## src/design/h_bridge_direction_dead_time_core_macros.svh

```systemverilog
// Assertion macros for the H-bridge direction core.
// Included by the top level; no other dependencies.
`ifndef H_BRIDGE_DIRECTION_DEAD_TIME_CORE_MACROS_SVH
`define H_BRIDGE_DIRECTION_DEAD_TIME_CORE_MACROS_SVH

// same-cycle implication
`define HBD_ASSERT_NOW(label, clk, rst_n, ante, cons) \
    label: assert property (@(posedge clk) disable iff (!rst_n) (ante) |-> (cons)) \
        else $error("hbd assertion failed");

// next-cycle implication
`define HBD_ASSERT_NEXT(label, clk, rst_n, ante, cons) \
    label: assert property (@(posedge clk) disable iff (!rst_n) (ante) |=> (cons)) \
        else $error("hbd assertion failed");

`endif

```

## src/design/hbd_pkg.sv

```systemverilog
// Shared types, constants and the state-request function of the H-bridge core.
// No dependencies.
package hbd_pkg;

    localparam int DATA_W          = 16;
    localparam int STATE_W         = 2;
    localparam int FUNC_W          = 2;
    localparam int CFG_IDX_W       = 2;
    localparam int COUNT_WIDTH_DEF = 16;

    localparam logic [DATA_W-1:0] PWM_PERIOD_RST = 16'hFFFF;
    localparam logic [DATA_W-1:0] DEAD_TICKS_RST = 16'd10;

    typedef enum logic [STATE_W-1:0] {
        ST_STOP,
        ST_FWD,
        ST_REV,
        ST_DEAD
    } drive_t;

    typedef enum logic [FUNC_W-1:0] {
        FN_REQ,
        FN_SPEED,
        FN_TICK
    } func_t;

    typedef enum logic [CFG_IDX_W-1:0] {
        CFG_PWM_PERIOD,
        CFG_DEAD_TICKS
    } cfg_idx_t;

    typedef struct packed {
        logic [DATA_W-1:0] pwm_period;
        logic [DATA_W-1:0] dead_ticks;
    } cfg_t;

    typedef struct packed {
        logic [FUNC_W-1:0]  func;
        logic [STATE_W-1:0] req_state;
        logic [DATA_W-1:0]  speed;
    } item_t;

    typedef struct packed {
        logic [DATA_W-1:0]  compare_a;
        logic [DATA_W-1:0]  compare_b;
        logic [STATE_W-1:0] state;
        logic               rejected;
    } res_t;

    typedef struct packed {
        drive_t            drive;
        logic [DATA_W-1:0] ca;
        logic [DATA_W-1:0] cb;
    } drv_t;

    typedef struct packed {
        drv_t   drv;
        logic   start_dead;
        drive_t pending;
    } req_t;

    // One state request; start_dead marks a direct reversal.
    function automatic req_t hbd_request(drv_t cur, drive_t s, logic [DATA_W-1:0] duty);
        req_t r;
        r.drv        = cur;
        r.start_dead = 1'b0;
        r.pending    = s;
        if (!(s == cur.drive && s != ST_DEAD))
        begin
            case (s)
                ST_FWD:
                begin
                    if (cur.drive == ST_REV)
                    begin
                        r.drv.drive  = ST_DEAD;
                        r.drv.ca     = '0;
                        r.drv.cb     = '0;
                        r.start_dead = 1'b1;
                    end
                    else
                    begin
                        r.drv.drive = ST_FWD;
                        r.drv.ca    = duty;
                        r.drv.cb    = '0;
                    end
                end
                ST_REV:
                begin
                    if (cur.drive == ST_FWD)
                    begin
                        r.drv.drive  = ST_DEAD;
                        r.drv.ca     = '0;
                        r.drv.cb     = '0;
                        r.start_dead = 1'b1;
                    end
                    else
                    begin
                        r.drv.drive = ST_REV;
                        r.drv.ca    = '0;
                        r.drv.cb    = duty;
                    end
                end
                default:
                begin
                    r.drv.drive = s;
                    r.drv.ca    = '0;
                    r.drv.cb    = '0;
                end
            endcase
        end
        return r;
    endfunction

endpackage

```

## src/design/hbd_ctrl.sv

```systemverilog
// Direction/dead-time state and its combinational update for one command word.
// Depends on hbd_pkg.
module hbd_ctrl
    import hbd_pkg::*;
#(
    parameter int COUNT_WIDTH = COUNT_WIDTH_DEF
)
(
    input  logic  clk,
    input  logic  rst_n,
    input  logic  step,
    input  item_t item,
    input  cfg_t  cfg,
    output res_t  res
);

    localparam int NEXT_W = COUNT_WIDTH + 1;
    localparam int CMP_W  = (NEXT_W > DATA_W) ? NEXT_W : DATA_W;

    drive_t                 drive_reg,   pending_reg,   pending_next;
    logic [DATA_W-1:0]      ca_reg,      cb_reg,        duty_reg,     duty_next;
    logic [COUNT_WIDTH-1:0] count_reg,   count_next;
    logic                   run_reg,     run_next,      exp_reg,      exp_next;
    logic [NEXT_W-1:0]      count_inc;
    drv_t                   drv_next;
    req_t                   req_a,       req_b;
    logic                   rejected;

    assign count_inc = NEXT_W'(count_reg) + NEXT_W'(1);
    assign req_a     = hbd_request('{drive_reg, ca_reg, cb_reg}, drive_t'(item.req_state),
                                   duty_reg);

    always_comb
    begin
        drv_next     = '{drive_reg, ca_reg, cb_reg};
        pending_next = pending_reg;
        duty_next    = duty_reg;
        count_next   = count_reg;
        run_next     = run_reg;
        exp_next     = exp_reg;
        rejected     = 1'b0;
        req_b        = '0;
        case (item.func)
            FN_REQ:
            begin
                drv_next = req_a.drv;
                if (req_a.start_dead)
                begin
                    pending_next = req_a.pending;
                    exp_next     = 1'b0;
                    count_next   = '0;
                    run_next     = 1'b1;
                end
            end
            FN_SPEED:
            begin
                if (item.speed <= cfg.pwm_period)
                begin
                    duty_next = item.speed;
                    if (drv_next.drive == ST_FWD)
                        drv_next.ca = item.speed;
                    else if (drv_next.drive == ST_REV)
                        drv_next.cb = item.speed;
                end
                else
                    rejected = 1'b1;
            end
            FN_TICK:
            begin
                if (run_reg)
                begin
                    if (CMP_W'(count_inc) >= CMP_W'(cfg.dead_ticks))
                    begin
                        run_next   = 1'b0;
                        exp_next   = 1'b1;
                        count_next = '0;
                    end
                    else
                        count_next = count_inc[COUNT_WIDTH-1:0];
                end
            end
            default: ;
        endcase
        // dead time over: apply the pending direction
        if (drv_next.drive == ST_DEAD && exp_next)
        begin
            exp_next = 1'b0;
            req_b    = hbd_request(drv_next, pending_next, duty_next);
            drv_next = req_b.drv;
        end
    end

    always_ff @(posedge clk or negedge rst_n)
    begin
        if (!rst_n)
        begin
            drive_reg   <= ST_STOP;
            pending_reg <= ST_STOP;
            duty_reg    <= '0;
            count_reg   <= '0;
            run_reg     <= 1'b0;
            exp_reg     <= 1'b0;
            ca_reg      <= '0;
            cb_reg      <= '0;
        end
        else if (step)
        begin
            drive_reg   <= drv_next.drive;
            pending_reg <= pending_next;
            duty_reg    <= duty_next;
            count_reg   <= count_next;
            run_reg     <= run_next;
            exp_reg     <= exp_next;
            ca_reg      <= drv_next.ca;
            cb_reg      <= drv_next.cb;
        end
    end

    assign res.compare_a = drv_next.ca;
    assign res.compare_b = drv_next.cb;
    assign res.state     = drv_next.drive;
    assign res.rejected  = rejected;

endmodule
```

## config.mk

```make
export PLATFORM = sky130hd
export DESIGN_NAME = hbd_ctrl
export DESIGN_NICKNAME = d
export VERILOG_FILES = /design/src/design/h_bridge_direction_dead_time_core_macros.svh /design/src/design/hbd_pkg.sv /design/src/design/hbd_ctrl.sv
export SDC_FILE = /design/constraint.sdc
export NUM_CORES = 1
export LEC_CHECK = 0
export ABC_AREA = 1
export ABC_CLOCK_PERIOD_IN_PS = 7800
export BUFFER_PORTS_ARGS = -buffer_cell sky130_fd_sc_hd__buf_4
export CORE_MARGIN = 10
export CORE_UTILIZATION = 55
export DETAILED_ROUTE_END_ITERATION = 7
export PLACE_DENSITY = 0.77
export SYNTH_ARGS = -nofsm -noshare
export SYNTH_HDL_FRONTEND = slang
export SYNTH_SLANG_ARGS = --single-unit
```

## constraint.sdc

```tcl
create_clock -name clk -period 7.8 [get_ports clk]
set_input_delay 1.56 -clock clk [delete_from_list [all_inputs] [get_ports clk]]
set_output_delay 1.56 -clock clk [all_outputs]
set_load 0.05 [all_outputs]
```

# Word-level counts from Yosys, hierarchy flattened
# Cells that the tools add are included.
# word_totals
wordCells	75
input_bits	55
regBits	70
output_inout_bits	35
# classes
magnitude_cmp	2
n_addsub	1
n_eq_ne	17
mux	40
n_reduce_logical	7
# op_table
operator	n
34-bit one-hot mux with 2 select lines	2
16-bit two-way mux	8
34-bit two-way mux	3
35-bit two-way mux	2
33-bit two-way mux	2
32-bit one-hot mux with 2 select lines	1
32-bit two-way mux	1
16-bit one-hot mux with 2 select lines	1
16-bit by 1-bit adder with 17-bit output (second input constant)	1
17-bit by 16-bit >= comparator with 1-bit output	1
16-bit less-or-equal comparator	1
1-bit two-way mux	13
2-bit == test (second input constant)	6
2-bit by 1-bit == test with 1-bit output (second input constant)	5
2-bit != test (second input constant)	4
1-bit one-hot mux with 2 select lines	4
2-bit two-way mux	3
2-bit == test	2
4-bit AND reduction	1
1-bit logical AND	3
3-bit AND reduction	1
2-bit zero test	1
2-bit nonzero test	1

# Logic depth before layout (Yosys ltp)
# depth
ltp_word	10
ltp_mapped	24
ltp_nobuf	23

# Least setup slack after synthesis
# Ideal clock, no wire load.
# synth_timing
kind	input to output
startpoint	in item[17] (netlist bit)
endpoint	out res[18] (netlist bit)
path_slack_ns	2.190
path_buffers	1
required_ns	6.240
path_stages	14
arrival_ns	4.050
path_cell_list	inv_1 ha_1 nand3_1 a21oi_2 nand3_2 o21ai_1 ha_1 inv_1 nand2_1 a21oi_4 buf_2 nand3_1 nand4_1 and2_1
# synth_lines
element	line_no	source
start, declared	hbd_ctrl.sv:12	input item_t item,
end, declared	hbd_ctrl.sv:14	output res_t res

==> flow_metrics.py <==
metrics = {
    "synth": {
        "synth-seq-area-share": 0.261,
        "synth_flop_cell": "dfrtp_1",
        "synth_top_cell_area_share": 0.261,
        "yosys.area_share.adder": 0.0728,
        "postSynthCellCount": 1077,
        "synthMuxAreaShare": 0.00149,
        "asyncSetResetFlopFracSynth": 1.00,
        "synth_enable_flop_cells": 0,
        "post_synth_and_or_nand_nor_area_fraction": 0.353,
        "synth.largest_area_cell": "dfrtp_1",
        "cell_area_after_synthesis_sq_mm": 0.00671,
        "post_synth_most_frequent_cells": "276 x nand2_1, 172 x inv_1, 135 x o21ai_0",
        "combinational_family_with_the_most_area_after_synthesis": "simple AND/OR/NAND/NOR gates",
        "yosys.cell_types.count": 38,
        "synth.ff_latch_count": 70,
        "post_synth.cell_area_avg_sq_um": 6.23,
        "synthXorXnorAreaFrac": 0.0157,
        "synthMostInstantiatedCell": "nand2_1",
        "synthTopCellsByArea": "dfrtp_1 26%, nand2_1 15%, o21ai_0 10%, inv_1 9.6%, nand3_1 9.5%",
        "synth_compound_gate_area_share": 0.161,
        "yosys_warnings": 0,
        "synthesis.nets": 1171,
    },
    "grt": {
        "globalRoute.totalOverflow": 0,
        "grt_pass1_vias": 6571,
        "grt_first_pass_wirelength_mm": 32.9,
        "grt.total_usage": 0.241,
        "number_of_antenna_violations_at_the_first_check_in_global_routing": 0,
        "largest_net_degree_at_the_start_of_global_routing": 76,
    },
    "floorplan": {
        "floorplan.die_area_sq_mm": 0.0170,
        "die_h_um": 130,
        "rows": 40,
        "num_io_pins": 90,
        "core-area_sq_mm": 0.0120,
        "initial_utilization": 0.561,
        "die_width_um": 130,
    },
    "clock_tree": {
        "clockBufferDepth": 2,
        "clock_insertion_delay_worst_skew_ns": 0.35,
        "clock_tree.htree_level_count": 3,
        "clk_tree_root_cell": "clkbuf_16",
        "cts-resized-gates": 0,
        "cts-buffers-inserted": 9,
        "postCtsSetupBuffers": 0,
        "clock_input_transition_at_the_sequential_cells_of_the_worst_setup_and_hold_paths_ns": 0.06,
        "tritoncts_clock_tree": "done",
        "ctsHoldBuffers": 0,
        "cts.sinks": 70,
    },
    "routing": {
        "first_pass_iters": 6,
        "detail_route.wl_per_cell_um": 16.0,
        "detailroute.via_count": 7239,
        "postRouteWirelength_mm": 20.5,
        "remaining_drc_errors": 0,
        "detail_route.iter0.violations": 914,
        "route.detailed.vias_per_inst": 5.65,
        "antenna_violating_nets_remaining": 0,
    },
    "sta": {
        "max_freq_mhz": 147,
        "final.min_clock_period_ns": 6.81,
        "setup_viol": 0,
        "rsz0062_at_grt": "false",
        "max-slew-margin-rel": 0.345,
        "maxSlewViolCount": 0,
        "final-hold-violation-count": 0,
        "timing.clock.skew_ns": 0.00733,
        "tightest_slew_ns": 0.980,
        "fin_tns_setup_ns": 0,
        "final.period_utilization": 0.873,
    },
    "status": {
        "run_status": "finished, final reports clean",
    },
    "pwr": {
        "ir_drop_mv": 0.213,
        "static_leak_nw": 4.10,
        "finalPower_w": 0.00208,
        "power_density_cells_mw_per_mm2": 271,
    },
    "min_path": {
        "hp_start": "pending_reg[0]",
        "min_delay_path_depth": 2,
        "holdPathEnd": "pending_reg[0]",
        "hp-class": "flop to flop",
    },
    "finish": {
        "antenna-diode-count": 0,
        "area_growth_pct": 14.6,
        "layout-drive-gt1-share": 0.113,
        "nNetsFinal": 1224,
    },
    "worst_setup_path": {
        "reg2regPathDepth": 23,
        "element_type_at_the_critical_path_start": "flop",
        "critical_path_peak_fanout": 36,
        "critPathArrivalTime_ns": 5.25,
        "r2r_setup_slack_ns": 2.94,
        "cp-startpoint": "count_reg[0]",
        "crit-reg2reg-capture": "cb_reg[2]",
        "worst_ep_required_time_ns": 6.24,
        "crit_type": "flop to output port",
        "worst_setup_path_end_kind": "output port",
        "worstReg2RegStart": "count_reg[0]",
    },
    "place": {
        "placement.io_buffers": 89,
        "hpwl_mm": 14.6,
        "globalplace.congestion": 0.896,
    },
    "run": {
        "drv.max_cap_violation_count": 0,
    },
}
[through the flow]
step	cells	hold slack [ns]	util	worst slack [ns]	cell area (sq um)
4_1_cts	1282	0.498	0.642	1.02	7680
2_1_floorplan	1077	0.453	-	2.19	6710
3_3_place_gp	1266	0.480	0.617	1.47	7370
6_report	1282	0.502	0.642	0.994	7680
3_5_place_dp	1266	0.483	0.617	1.35	7370
5_1_grt	1282	0.521	0.642	0.528	7680
[cell type report]
cell class,instances,area (sq um)
clock buffers,11,253
clock inverters,5,57.6
fillers,1116,4280
inverters,176,661
multi-input cells,776,4050
flip-flops and latches,70,1750
well taps,147,184
repair buffers,97,728
[placed cells by master, fill, tap and decap left out, types with 32 or more instances in the layout]
cell type	instances
ha_1	39
nand2_1	275
a21oi_1	34
o21ai_0	135
nand4_1	39
nor2_1	36
nand3_1	127
dfrtp_1	70
and2_1	32
buf_4	97
inv_1	172
[how the worst max path moves through the flow]
stage               to  depth (start not counted)
2_1_floorplan  res[18]                         14
3_3_place_gp   res[13]                         15
6_report       res[16]                         23
4_1_cts        res[27]                         23
5_1_grt        res[18]                         23
3_5_place_dp   res[27]                         15
[per-layer routing]
layer  GRT usage  up-vias  routed length (um)
met2       0.374      351                9090
met5           0        -                   0
met3      0.0564       44                1940
met4      0.0870        0                 571
met1       0.321     3230                8910
li1            -     3614                   -
[logic make-up (layout without fill, tap and decap cells)]
group | count (synthesis) | in the layout
buffers and inverters | 231 | 289
XOR/XNOR | 12 | 12
AND/OR/NAND/NOR | 526 | 526
flip-flops | 70 | 70
AO/OA/AOI/OAI | 198 | 198
multiplexers | 1 | 1
adder cells (fa/ha/maj) | 39 | 39
[critical path: stages (launching register included)]
cell	delay, ns
dfrtp_1	0.41
nand3_1	0.14
nor3_1	0.48
nand2_1	0.16
nor4_1	0.48
nand2_1	0.16
nor2_1	0.15
xor2_1	0.21
inv_1	0.08
ha_1	0.27
and3_1	0.17
nand2_1	0.05
nor2_1	0.11
nand2_1	0.05
nand3_1	0.11
nand2_1	0.08
nand2_1	0.06
nand2_1	0.06
nand2_2	0.05
buf_4	0.32
nand3_2	0.64
nand2_1	0.26
and2_1	0.17
buf_4	0.20
[report_power, final]
| group | leakage, nW | internal, W | total [W] | switching (W) |
|---|---|---|---|---|
| Combinational | 3.07 | 0.000362 | 0.00108 | 0.000720 |
| Clock | 0.144 | 0.000264 | 0.000433 | 0.000168 |
| Sequential | 0.885 | 0.000471 | 0.000566 | 0.0000946 |
(Power assumes the default switching activity.)
